<file path="src/sv/dts_pkg.sv">
// shared types, codes and constants for the duration text parser
`timescale 1ns / 1ps

package dts_pkg;

  // one character transfer
  typedef struct packed {
    logic [7:0] char_code;
    logic       last_char;
  } char_t;

  // one result transfer
  typedef struct packed {
    logic [30:0] seconds;
    logic [1:0]  status;
  } result_t;

  // control passed from the parse stage to the accumulate stage
  typedef struct packed {
    logic       last;
    logic       add;
    logic [1:0] status;
  } unit_ctl_t;

  // status codes
  localparam logic [1:0] ST_OK       = 2'd0;
  localparam logic [1:0] ST_INVALID  = 2'd1;
  localparam logic [1:0] ST_MONTHS   = 2'd2;
  localparam logic [1:0] ST_OVERFLOW = 2'd3;

  // parse phases
  localparam logic [1:0] PH_START  = 2'd0;
  localparam logic [1:0] PH_NUMBER = 2'd1;
  localparam logic [1:0] PH_DATE   = 2'd2;
  localparam logic [1:0] PH_TIME   = 2'd3;

  // unit ranks, in the order they must appear; a week count must stand alone
  localparam logic [2:0] RANK_NONE   = 3'd0;
  localparam logic [2:0] RANK_YEAR   = 3'd1;
  localparam logic [2:0] RANK_MONTH  = 3'd2;
  localparam logic [2:0] RANK_DAY    = 3'd3;
  localparam logic [2:0] RANK_HOUR   = 3'd4;
  localparam logic [2:0] RANK_MINUTE = 3'd5;
  localparam logic [2:0] RANK_SECOND = 3'd6;
  localparam logic [2:0] RANK_WEEK   = 3'd7;

  // seconds per unit
  localparam int unsigned MULT_W = 25;
  localparam logic [MULT_W-1:0] SEC_YEAR   = 25'd31536000;
  localparam logic [MULT_W-1:0] SEC_WEEK   = 25'd604800;
  localparam logic [MULT_W-1:0] SEC_DAY    = 25'd86400;
  localparam logic [MULT_W-1:0] SEC_HOUR   = 25'd3600;
  localparam logic [MULT_W-1:0] SEC_MINUTE = 25'd60;
  localparam logic [MULT_W-1:0] SEC_SECOND = 25'd1;

  // character codes
  localparam logic [7:0] CH_0 = 8'h30;
  localparam logic [7:0] CH_9 = 8'h39;
  localparam logic [7:0] CH_P = 8'h50;
  localparam logic [7:0] CH_T = 8'h54;
  localparam logic [7:0] CH_Y = 8'h59;
  localparam logic [7:0] CH_M = 8'h4D;
  localparam logic [7:0] CH_D = 8'h44;
  localparam logic [7:0] CH_W = 8'h57;
  localparam logic [7:0] CH_H = 8'h48;
  localparam logic [7:0] CH_S = 8'h53;

  // merge a new error into the current one: invalid over months over overflow
  function automatic logic [1:0] raise_status(input logic [1:0] cur, input logic [1:0] code);
    logic [1:0] r;
    r = cur;
    if (cur == ST_OK || code == ST_INVALID || (code == ST_MONTHS && cur == ST_OVERFLOW)) begin
      r = code;
    end
    return r;
  endfunction

endpackage

</file>
<file path="src/sv/duration_text_to_seconds.sv">
// Duration text parser: one character per transfer in, one result per string out.
// The char channel (char_valid, char_stall, char_data) carries one ASCII
// character and a last_char flag per transfer. After the transfer that carries
// last_char, one transfer on the result channel (result_valid, result_stall,
// result_data) gives the total in seconds and a status: ok, invalid format,
// months unsupported or overflow. Seconds are zero when the status is not ok.
// Accepted forms are a bare decimal number, PnW and PnYnMnDTnHnMnS.
// Throughput is one character per cycle: the parse stage register hands its
// transfer to the accumulate stage in the next cycle, so a character is taken
// every cycle unless a final character waits behind a stalled result.
// The final character's outcome passes through the parse stage register and then
// the result register, and waits in the parse stage register while an earlier
// result is stalled.
// While the receiver stalls a waiting result, characters of the next string
// keep flowing until its final character waits in the parse stage register;
// char_stall then rises until the result is taken.
// Reset (rst, synchronous) empties both stages and returns the parser to the
// start of a string. SECONDS_WIDTH sets the internal total width; totals above
// 2^(SECONDS_WIDTH-1)-1 give the overflow status.
`timescale 1ns / 1ps

module duration_text_to_seconds #(
  parameter int SECONDS_WIDTH = 32
) (
  input  logic               clk,
  input  logic               rst,
  input  logic               char_valid,
  output logic               char_stall,
  input  dts_pkg::char_t     char_data,
  output logic               result_valid,
  input  logic               result_stall,
  output dts_pkg::result_t   result_data
);

  logic                     part_valid;
  dts_pkg::unit_ctl_t       part_ctl;
  logic [SECONDS_WIDTH-2:0] part;
  logic                     take;

  // character parse and unit scaling
  dts_parse #(
    .SECONDS_WIDTH (SECONDS_WIDTH)
  ) u_parse (
    .clk        (clk),
    .rst        (rst),
    .char_valid (char_valid),
    .char_stall (char_stall),
    .char_data  (char_data),
    .take       (take),
    .part_valid (part_valid),
    .part_ctl   (part_ctl),
    .part       (part)
  );

  // running total and result register
  dts_accum #(
    .SECONDS_WIDTH (SECONDS_WIDTH)
  ) u_accum (
    .clk          (clk),
    .rst          (rst),
    .part_valid   (part_valid),
    .part_ctl     (part_ctl),
    .part         (part),
    .take         (take),
    .result_valid (result_valid),
    .result_stall (result_stall),
    .result_data  (result_data)
  );

endmodule

</file>
<file path="src/sv/dts_parse.sv">
// character parse stage: phase, unit order, digit value and scaled part
`timescale 1ns / 1ps

module dts_parse #(
  parameter int SECONDS_WIDTH = 32
) (
  input  logic                       clk,
  input  logic                       rst,
  input  logic                       char_valid,
  output logic                       char_stall,
  input  dts_pkg::char_t             char_data,
  input  logic                       take,
  output logic                       part_valid,
  output dts_pkg::unit_ctl_t         part_ctl,
  output logic [SECONDS_WIDTH-2:0]   part
);

  localparam int VW = SECONDS_WIDTH - 1;
  localparam logic [VW-1:0] LIMIT = '1;
  localparam logic [VW-1:0] LIM_YEAR   = VW'(LIMIT / dts_pkg::SEC_YEAR);
  localparam logic [VW-1:0] LIM_WEEK   = VW'(LIMIT / dts_pkg::SEC_WEEK);
  localparam logic [VW-1:0] LIM_DAY    = VW'(LIMIT / dts_pkg::SEC_DAY);
  localparam logic [VW-1:0] LIM_HOUR   = VW'(LIMIT / dts_pkg::SEC_HOUR);
  localparam logic [VW-1:0] LIM_MINUTE = VW'(LIMIT / dts_pkg::SEC_MINUTE);

  logic [1:0]    phase, phase_next;
  logic [2:0]    rank, rank_next;
  logic [VW-1:0] digit_value, digit_value_next;
  logic          digits_seen, digits_seen_next;
  logic [1:0]    err, err_next;

  logic          ready;
  logic          accept;
  logic [7:0]    c;
  logic          is_digit;
  logic [VW+3:0] dv_ext;
  logic          dv_ovf;
  logic          unit_go;
  logic [2:0]    unit_rank;
  logic [dts_pkg::MULT_W-1:0] mult_sel;
  logic [VW-1:0] lim_sel;
  logic [VW+dts_pkg::MULT_W-1:0] prod_full;
  logic          add_next;
  logic [VW-1:0] part_next;

  // handshake with the accumulate stage
  assign ready      = !part_valid || take;
  assign char_stall = !ready;
  assign accept     = char_valid && ready;

  // digit step: value * 10 + digit, checked against the limit
  assign c        = char_data.char_code;
  assign is_digit = (c >= dts_pkg::CH_0) && (c <= dts_pkg::CH_9);
  assign dv_ext   = ((VW+4)'(digit_value) << 3) + ((VW+4)'(digit_value) << 1)
                  + (VW+4)'(c[3:0]);
  assign dv_ovf   = dv_ext > (VW+4)'(LIMIT);

  // seconds per unit and the largest count that still fits
  always_comb begin
    case (unit_rank)
      dts_pkg::RANK_YEAR: begin
        mult_sel = dts_pkg::SEC_YEAR;
        lim_sel  = LIM_YEAR;
      end
      dts_pkg::RANK_WEEK: begin
        mult_sel = dts_pkg::SEC_WEEK;
        lim_sel  = LIM_WEEK;
      end
      dts_pkg::RANK_DAY: begin
        mult_sel = dts_pkg::SEC_DAY;
        lim_sel  = LIM_DAY;
      end
      dts_pkg::RANK_HOUR: begin
        mult_sel = dts_pkg::SEC_HOUR;
        lim_sel  = LIM_HOUR;
      end
      dts_pkg::RANK_MINUTE: begin
        mult_sel = dts_pkg::SEC_MINUTE;
        lim_sel  = LIM_MINUTE;
      end
      dts_pkg::RANK_SECOND: begin
        mult_sel = dts_pkg::SEC_SECOND;
        lim_sel  = LIMIT;
      end
      default: begin
        mult_sel = '0;
        lim_sel  = LIMIT;
      end
    endcase
  end

  assign prod_full = (VW+dts_pkg::MULT_W)'(digit_value) * (VW+dts_pkg::MULT_W)'(mult_sel);

  // next parse state for one character
  always_comb begin
    phase_next       = phase;
    rank_next        = rank;
    digit_value_next = digit_value;
    digits_seen_next = digits_seen;
    err_next         = err;
    unit_go          = 1'b0;
    unit_rank        = dts_pkg::RANK_NONE;
    add_next         = 1'b0;
    part_next        = '0;

    if (err != dts_pkg::ST_INVALID) begin
      if (rank == dts_pkg::RANK_WEEK) begin
        err_next = dts_pkg::raise_status(err, dts_pkg::ST_INVALID);
      end else if (is_digit) begin
        if (phase == dts_pkg::PH_START) begin
          phase_next = dts_pkg::PH_NUMBER;
        end
        if (dv_ovf) begin
          err_next         = dts_pkg::raise_status(err, dts_pkg::ST_OVERFLOW);
          digit_value_next = LIMIT;
        end else begin
          digit_value_next = dv_ext[VW-1:0];
        end
        digits_seen_next = 1'b1;
      end else begin
        case (phase)
          dts_pkg::PH_START: begin
            if (c == dts_pkg::CH_P) begin
              phase_next = dts_pkg::PH_DATE;
            end else begin
              err_next = dts_pkg::raise_status(err, dts_pkg::ST_INVALID);
            end
          end
          dts_pkg::PH_DATE: begin
            case (c)
              dts_pkg::CH_T: begin
                if (digits_seen) begin
                  err_next = dts_pkg::raise_status(err, dts_pkg::ST_INVALID);
                end else begin
                  phase_next = dts_pkg::PH_TIME;
                end
              end
              dts_pkg::CH_Y: begin
                unit_go   = 1'b1;
                unit_rank = dts_pkg::RANK_YEAR;
              end
              dts_pkg::CH_M: begin
                unit_go   = 1'b1;
                unit_rank = dts_pkg::RANK_MONTH;
              end
              dts_pkg::CH_D: begin
                unit_go   = 1'b1;
                unit_rank = dts_pkg::RANK_DAY;
              end
              dts_pkg::CH_W: begin
                unit_go   = 1'b1;
                unit_rank = dts_pkg::RANK_WEEK;
              end
              default: begin
                err_next = dts_pkg::raise_status(err, dts_pkg::ST_INVALID);
              end
            endcase
          end
          dts_pkg::PH_TIME: begin
            case (c)
              dts_pkg::CH_H: begin
                unit_go   = 1'b1;
                unit_rank = dts_pkg::RANK_HOUR;
              end
              dts_pkg::CH_M: begin
                unit_go   = 1'b1;
                unit_rank = dts_pkg::RANK_MINUTE;
              end
              dts_pkg::CH_S: begin
                unit_go   = 1'b1;
                unit_rank = dts_pkg::RANK_SECOND;
              end
              default: begin
                err_next = dts_pkg::raise_status(err, dts_pkg::ST_INVALID);
              end
            endcase
          end
          default: begin
            err_next = dts_pkg::raise_status(err, dts_pkg::ST_INVALID);
          end
        endcase
      end
    end

    // unit designator: order check, then scaled part or month check
    if (unit_go) begin
      if (!digits_seen || unit_rank <= rank ||
          (unit_rank == dts_pkg::RANK_WEEK && rank != dts_pkg::RANK_NONE)) begin
        err_next = dts_pkg::raise_status(err, dts_pkg::ST_INVALID);
      end else begin
        if (unit_rank == dts_pkg::RANK_MONTH) begin
          if (digit_value != '0) begin
            err_next = dts_pkg::raise_status(err, dts_pkg::ST_MONTHS);
          end
        end else begin
          add_next = 1'b1;
          if (digit_value > lim_sel) begin
            err_next  = dts_pkg::raise_status(err, dts_pkg::ST_OVERFLOW);
            part_next = LIMIT;
          end else begin
            part_next = prod_full[VW-1:0];
          end
        end
        rank_next        = unit_rank;
        digit_value_next = '0;
        digits_seen_next = 1'b0;
      end
    end

    // end of string: bare number, or check for a dangling count
    if (char_data.last_char && err_next != dts_pkg::ST_INVALID) begin
      if (phase_next == dts_pkg::PH_NUMBER) begin
        add_next  = 1'b1;
        part_next = digit_value_next;
      end else if (phase_next == dts_pkg::PH_START || digits_seen_next) begin
        err_next = dts_pkg::raise_status(err_next, dts_pkg::ST_INVALID);
      end
    end
  end

  // parse state, cleared after the final character
  always_ff @(posedge clk) begin
    if (rst) begin
      phase       <= dts_pkg::PH_START;
      rank        <= dts_pkg::RANK_NONE;
      digit_value <= '0;
      digits_seen <= 1'b0;
      err         <= dts_pkg::ST_OK;
    end else if (accept) begin
      if (char_data.last_char) begin
        phase       <= dts_pkg::PH_START;
        rank        <= dts_pkg::RANK_NONE;
        digit_value <= '0;
        digits_seen <= 1'b0;
        err         <= dts_pkg::ST_OK;
      end else begin
        phase       <= phase_next;
        rank        <= rank_next;
        digit_value <= digit_value_next;
        digits_seen <= digits_seen_next;
        err         <= err_next;
      end
    end
  end

  // stage register toward the accumulator
  always_ff @(posedge clk) begin
    if (rst) begin
      part_valid <= 1'b0;
      part_ctl   <= '0;
    end else if (accept) begin
      part_valid      <= 1'b1;
      part_ctl.last   <= char_data.last_char;
      part_ctl.add    <= add_next;
      part_ctl.status <= err_next;
    end else if (take) begin
      part_valid <= 1'b0;
    end
  end

  always_ff @(posedge clk) begin
    if (accept) begin
      part <= part_next;
    end
  end

endmodule

</file>
<file path="src/sv/dts_accum.sv">
// accumulate stage: running total, overflow and the result register
`timescale 1ns / 1ps

module dts_accum #(
  parameter int SECONDS_WIDTH = 32
) (
  input  logic                     clk,
  input  logic                     rst,
  input  logic                     part_valid,
  input  dts_pkg::unit_ctl_t       part_ctl,
  input  logic [SECONDS_WIDTH-2:0] part,
  output logic                     take,
  output logic                     result_valid,
  input  logic                     result_stall,
  output dts_pkg::result_t         result_data
);

  localparam int VW = SECONDS_WIDTH - 1;
  localparam logic [VW-1:0] LIMIT = '1;

  logic [VW-1:0] total, total_next;
  logic          ovf, ovf_next;
  logic [VW:0]   sum;
  logic          sum_ovf;
  logic [1:0]    status_fin;

  // a non-final transfer is always taken; the final one needs the result slot
  assign take = part_valid && (!part_ctl.last || !result_valid || !result_stall);

  // both operands stay at or below the limit, so the top bit flags overflow
  assign sum     = {1'b0, total} + {1'b0, part};
  assign sum_ovf = sum[VW];

  always_comb begin
    total_next = total;
    ovf_next   = ovf;
    if (part_ctl.add) begin
      if (sum_ovf) begin
        total_next = LIMIT;
        ovf_next   = 1'b1;
      end else begin
        total_next = sum[VW-1:0];
      end
    end
  end

  assign status_fin = ovf_next ? dts_pkg::raise_status(part_ctl.status, dts_pkg::ST_OVERFLOW)
                               : part_ctl.status;

  // running total, cleared after each result
  always_ff @(posedge clk) begin
    if (rst) begin
      total <= '0;
      ovf   <= 1'b0;
    end else if (take) begin
      if (part_ctl.last) begin
        total <= '0;
        ovf   <= 1'b0;
      end else begin
        total <= total_next;
        ovf   <= ovf_next;
      end
    end
  end

  // result register
  always_ff @(posedge clk) begin
    if (rst) begin
      result_valid <= 1'b0;
    end else if (take && part_ctl.last) begin
      result_valid <= 1'b1;
    end else if (result_valid && !result_stall) begin
      result_valid <= 1'b0;
    end
  end

  always_ff @(posedge clk) begin
    if (take && part_ctl.last) begin
      result_data.status  <= status_fin;
      result_data.seconds <= (status_fin == dts_pkg::ST_OK) ? 31'(total_next) : '0;
    end
  end

`ifndef ASSERT_OFF
  a_zero_on_error: assert property (@(posedge clk) disable iff (rst)
    result_valid && result_data.status != dts_pkg::ST_OK |-> result_data.seconds == '0)
    else $error("nonzero seconds with an error status");

  a_final_loads_result: assert property (@(posedge clk) disable iff (rst)
    take && part_ctl.last |=> result_valid)
    else $error("final transfer did not load the result register");

  a_total_cleared: assert property (@(posedge clk) disable iff (rst)
    take && part_ctl.last |=> total == '0 && !ovf)
    else $error("running total not cleared after a result");

  a_result_drains: assert property (@(posedge clk) disable iff (rst)
    result_valid && !result_stall && !(take && part_ctl.last) |=> !result_valid)
    else $error("result kept after its transfer");
`endif

endmodule

</file>
<file path="config.mk">
export PLATFORM = sky130hd
export DESIGN_NAME = duration_text_to_seconds
export DESIGN_NICKNAME = d
export VERILOG_FILES = /design/src/sv/dts_pkg.sv /design/src/sv/duration_text_to_seconds.sv /design/src/sv/dts_parse.sv /design/src/sv/dts_accum.sv
export SDC_FILE = /design/constraint.sdc
export NUM_CORES = 1
export LEC_CHECK = 0
export BUFFER_PORTS_ARGS = -buffer_cell sky130_fd_sc_hd__clkbuf_2
export CAP_MARGIN = 20
export CORE_MARGIN = 2
export CORE_UTILIZATION = 45
export DETAILED_ROUTE_END_ITERATION = 12
export GPL_TIMING_DRIVEN = 0
export SETUP_SLACK_MARGIN = 0.02
export SLEW_MARGIN = 20
export SYNTH_ARGS = -nofsm -noshare
export SYNTH_HDL_FRONTEND = slang
export SYNTH_SLANG_ARGS = --single-unit
</file>
<file path="constraint.sdc">
create_clock -name clk -period 9.2 [get_ports clk]
set_input_delay 0.46 -clock clk [delete_from_list [all_inputs] [get_ports clk]]
set_output_delay 0.46 -clock clk [all_outputs]
set_load 0.01 [all_outputs]
</file>
==> impl_metrics.tcl <==
set metrics [dict create \
    avgSynthCellArea_sq_um 8.40 \
    timing.rr.start "u_parse.phase[0]" \
    met3_usage_pct 5.33 \
    clkLatencyLatePin_ns 0.44 \
    vias 19440 \
    slowest_stage "nor4_1" \
    syn_nets 3322 \
    worstPathRequired_ns 9.35 \
    min_path_type "input port to flop" \
    swShare_pct 25.8 \
    grt.met2_usage_pct 42.1 \
    clkSinkCount 141 \
    netSwitchingPower_uw 401 \
    pin_count 48 \
    combPwrFrac_pct 9.1 \
    ant_nets 0 \
    die-area_sq_um 52900 \
    gr-usage-met1_pct 39.7 \
    syn_inst 2734 \
    slew_violations 0 \
    rrSetupSlack_ns 0.30 \
    drv_cap 0 \
    layout_min_cycle_time_ns 8.94 \
    yosys_warnings 0 \
    internal_power_uw 1150 \
    track_usage_pct 27.5 \
    cts_tree "yes" \
    wirelength_mm 71.1 \
    busiest_layer "met2" \
    endpoint "u_parse.part[29]" \
    critical_path_class "input port to flop" \
    cp_max_fo 10 \
    rr_worst_depth 29 \
    design_area_sq_um 25100 \
    ys_types 80 \
    cts_hold_buf 0 \
    slowest_delay_ns 0.99 \
    firstDrtPassIters 5 \
    place_area_sq_um 24100 \
    wl_per_cell_um 20.3 \
    finClkSkew_ns 0.0176 \
    gp_congestion 0.940 \
    syn_to_final_growth_pct 9.09 \
    synth-edff-count 64 \
    grt_first_pass_wirelength_mm 112 \
    rows 82 \
    status "finished, final reports clean" \
    arrival_ns 9.09 \
    ir_drop_uv 101 \
    ys_ff_latch 141 \
    startpoint "char_data[2]" \
    grt-ovfl-total 0 \
    clock_path_buffers 2 \
    antenna_found_initial 1 \
    dpl.hpwl_mm 58.7 \
    routed_via_density 5.55 \
    drc 0 \
    crit_top_cell "fa_1" \
    drt_first_iter_violations 1804 \
    clkTransAtPathRegs_ns 0.06 \
    numCtsBuffers 17 \
    leakage_uw 0.0123 \
    core-area_sq_um 50300 \
    setup_viol 0 \
    fmax_ghz 0.112 \
    worstMarginPinSlew_ns 1.19 \
    ys_seq_area_share_pct 15.1 \
    utilization_pct 49.9 \
    nNetsFinal 3404 \
    start_kind "input port" \
    grt_pass1_vias 19775 \
    pwr-share-clk_pct 47.4 \
    synth-async-reset-ratio_pct 0 \
    ctsRootBufferMaster "clkbuf_16" \
    finalHoldViolations 0 \
    r2r-end "u_parse.part[29]" \
    period_share_pct 97.2 \
    end_kind "flop" \
    seq_power_share_pct 43.5 \
    final_layout_size_suffix_gt1_share_pct 6.75 \
    htreeDepth 4 \
    port_buffers 44 \
    grt_start_max_net_pins 34 \
    powerDensity_nw_per_um2 62.0 \
    dieWidth_um 230 \
    syn_area_sq_um 23000 \
    die_y_um 230 \
    nFillCells 4940 \
    ys.flop_type "dfxtp_1" \
    max_slew_margin_pct 20.0 \
    start_util_pct 45.7 \
]
timing repair:
item | CTS | global route
endpoints found under the hold margin | 0 | 0
setup buffers | 9 | 11
resized for setup | 30 | 43
setup endpoints to repair | 13 | 11
pin swaps | 7 | 7
placed cells by master (no fill, tap or decap), types with 22 or more instances in the layout:
| cell | synthesis | layout |
|---|---|---|
| nor2_1 | 227 | 224 |
| dfxtp_1 | 77 | 77 |
| xnor2_1 | 64 | 62 |
| clkbuf_1 | 93 | 79 |
| a211oi_1 | 57 | 57 |
| nand3_1 | 30 | 30 |
| clkbuf_2 | 1 | 54 |
| nand2_1 | 220 | 216 |
| inv_1 | 558 | 556 |
| o21a_1 | 23 | 22 |
| edfxtp_1 | 64 | 64 |
| and2_1 | 78 | 78 |
| ha_1 | 300 | 300 |
| fa_1 | 275 | 275 |
| and3_1 | 38 | 38 |
| o21ai_0 | 118 | 109 |
| nor3_1 | 39 | 36 |
| a22oi_1 | 32 | 31 |
| a31oi_1 | 34 | 34 |
| a21oi_1 | 111 | 109 |
| xor2_1 | 35 | 35 |
| a21o_1 | 40 | 40 |
cells in the mapped netlist (3+ instances only):
master / instances / area share (%)
nand2_1: 220 / 3.6
edfxtp_1: 64 / 8.4
nand3b_1: 8 / 0.26
a211oi_1: 57 / 1.9
nor4_1: 16 / 0.44
a21oi_1: 111 / 2.4
and2_1: 78 / 2.1
a41oi_1: 3 / 0.11
a211o_1: 3 / 0.11
a31oi_1: 34 / 0.93
a22o_1: 5 / 0.19
nor2_1: 227 / 3.7
ha_1: 300 / 16
dfxtp_1: 77 / 6.7
nor3b_1: 3 / 0.098
a21boi_0: 5 / 0.16
a21o_1: 40 / 1.3
a22oi_1: 32 / 1.0
o2111ai_1: 4 / 0.15
or2_2: 16 / 0.44
or4_1: 4 / 0.13
fa_1: 275 / 24
o211ai_1: 8 / 0.26
o22ai_1: 4 / 0.11
nor2_2: 3 / 0.082
inv_1: 558 / 9.1
o21ai_0: 118 / 2.6
nor2b_1: 15 / 0.41
nand2b_1: 13 / 0.35
and3_1: 38 / 1.0
xor2_1: 35 / 1.3
clkbuf_1: 93 / 1.5
a2111oi_2: 3 / 0.20
a2111oi_0: 3 / 0.11
nor3_1: 39 / 0.85
o21ai_1: 3 / 0.065
buf_2: 11 / 0.24
o31ai_1: 5 / 0.16
o21a_1: 23 / 0.75
nand3_1: 30 / 0.65
xnor2_1: 64 / 2.4
o21bai_1: 13 / 0.42
nand4_1: 17 / 0.46
or3_1: 10 / 0.27
critical path, delay by kind of cell:
| family | cells | cell delay, ns |
|---|---|---|
| AOI/OAI and AO/OA | 12 | 2.25 |
| buffers and inverters | 7 | 1.48 |
| adders and majority gates | 5 | 2.37 |
| and+or+nand+nor | 5 | 2.51 |
power by group through the flow:
stage	Combinational (uW)	Sequential (uW)	Clock (uW)
2_1_floorplan	90.5	687	0
3_3_place_gp	131	690	0
3_5_place_dp	135	690	0
4_1_cts	137	677	742
5_1_grt	154	677	770
6_report	142	676	736
logic make-up after synthesis:
kind of cell	synth area share, %
and+or+nand+nor	15.5
buffers and inverters	11.0
adders and majority gates	40.3
AOI/OAI and AO/OA	14.1
DFF	15.1
xor gates and xnor gates	3.97
muxes	0.0980
worst min-delay path by stage:
stage                startpoint  depth (start not counted)  slack (ns)                 end
2_1_floorplan  u_accum.total[0]                          2        0.45    u_accum.total[0]
4_1_cts              char_valid                          3        0.28  u_parse.part_valid
3_3_place_gp   u_accum.total[0]                          2        0.47    u_accum.total[0]
5_1_grt              char_valid                          3        0.28  u_parse.part_valid
3_5_place_dp   u_accum.total[0]                          2        0.47    u_accum.total[0]
6_report             char_valid                          3        0.29  u_parse.part_valid
through the flow:
| stage | hold slack, ns | setup slack [ns] | setup TNS (ns) | power [uW] | std cells |
|---|---|---|---|---|---|
| floorplan | 0.452 | 0.652 | 0 | 778 | 2734 |
| global placement | 0.469 | -1.81 | -18.14 | 821 | 3450 |
| detailed placement | 0.473 | -1.72 | -16.98 | 825 | 3451 |
| CTS | 0.275 | 0.0308 | 0 | 1560 | 3491 |
| global route | 0.283 | -0.0232 | -0.0232 | 1600 | 3501 |
| finish | 0.291 | 0.256 | 0 | 1550 | 3503 |
registers in the layout, summed over array words and instances (netlist names):
name	count
u_parse.part_ctl	4
u_parse.err	2
u_parse.part	31
u_accum.ovf	1
u_parse.digit_value	31
u_accum.total	31
u_accum.result_valid	1
u_parse.part_valid	1
u_parse.phase	2
u_parse.digits_seen	1
u_parse.rank	3
u_accum.result_data	33
layer usage:
layer | part of all wire (%) | wire, um
met5 | 0 | 0
met4 | 3.1 | 2230
met2 | 43 | 30600
met3 | 8.4 | 5950
met1 | 46 | 32400
cell type report:
class                           count  area [sq um]  area share (%)
Multi-Input combinational cell   1927         17200            68.6
Sequential cell                   141          3460            13.8
Inverter                          558          2090            8.36
Tap cell                          672           841            3.35
Clock buffer                       20           457            1.82
Buffer                            106           457            1.82
Timing Repair Buffer               65           398            1.59
Clock inverter                     12           159           0.634
Antenna cell                        2          5.00          0.0200
No activity file was read; power rests on OpenSTA's default activity.
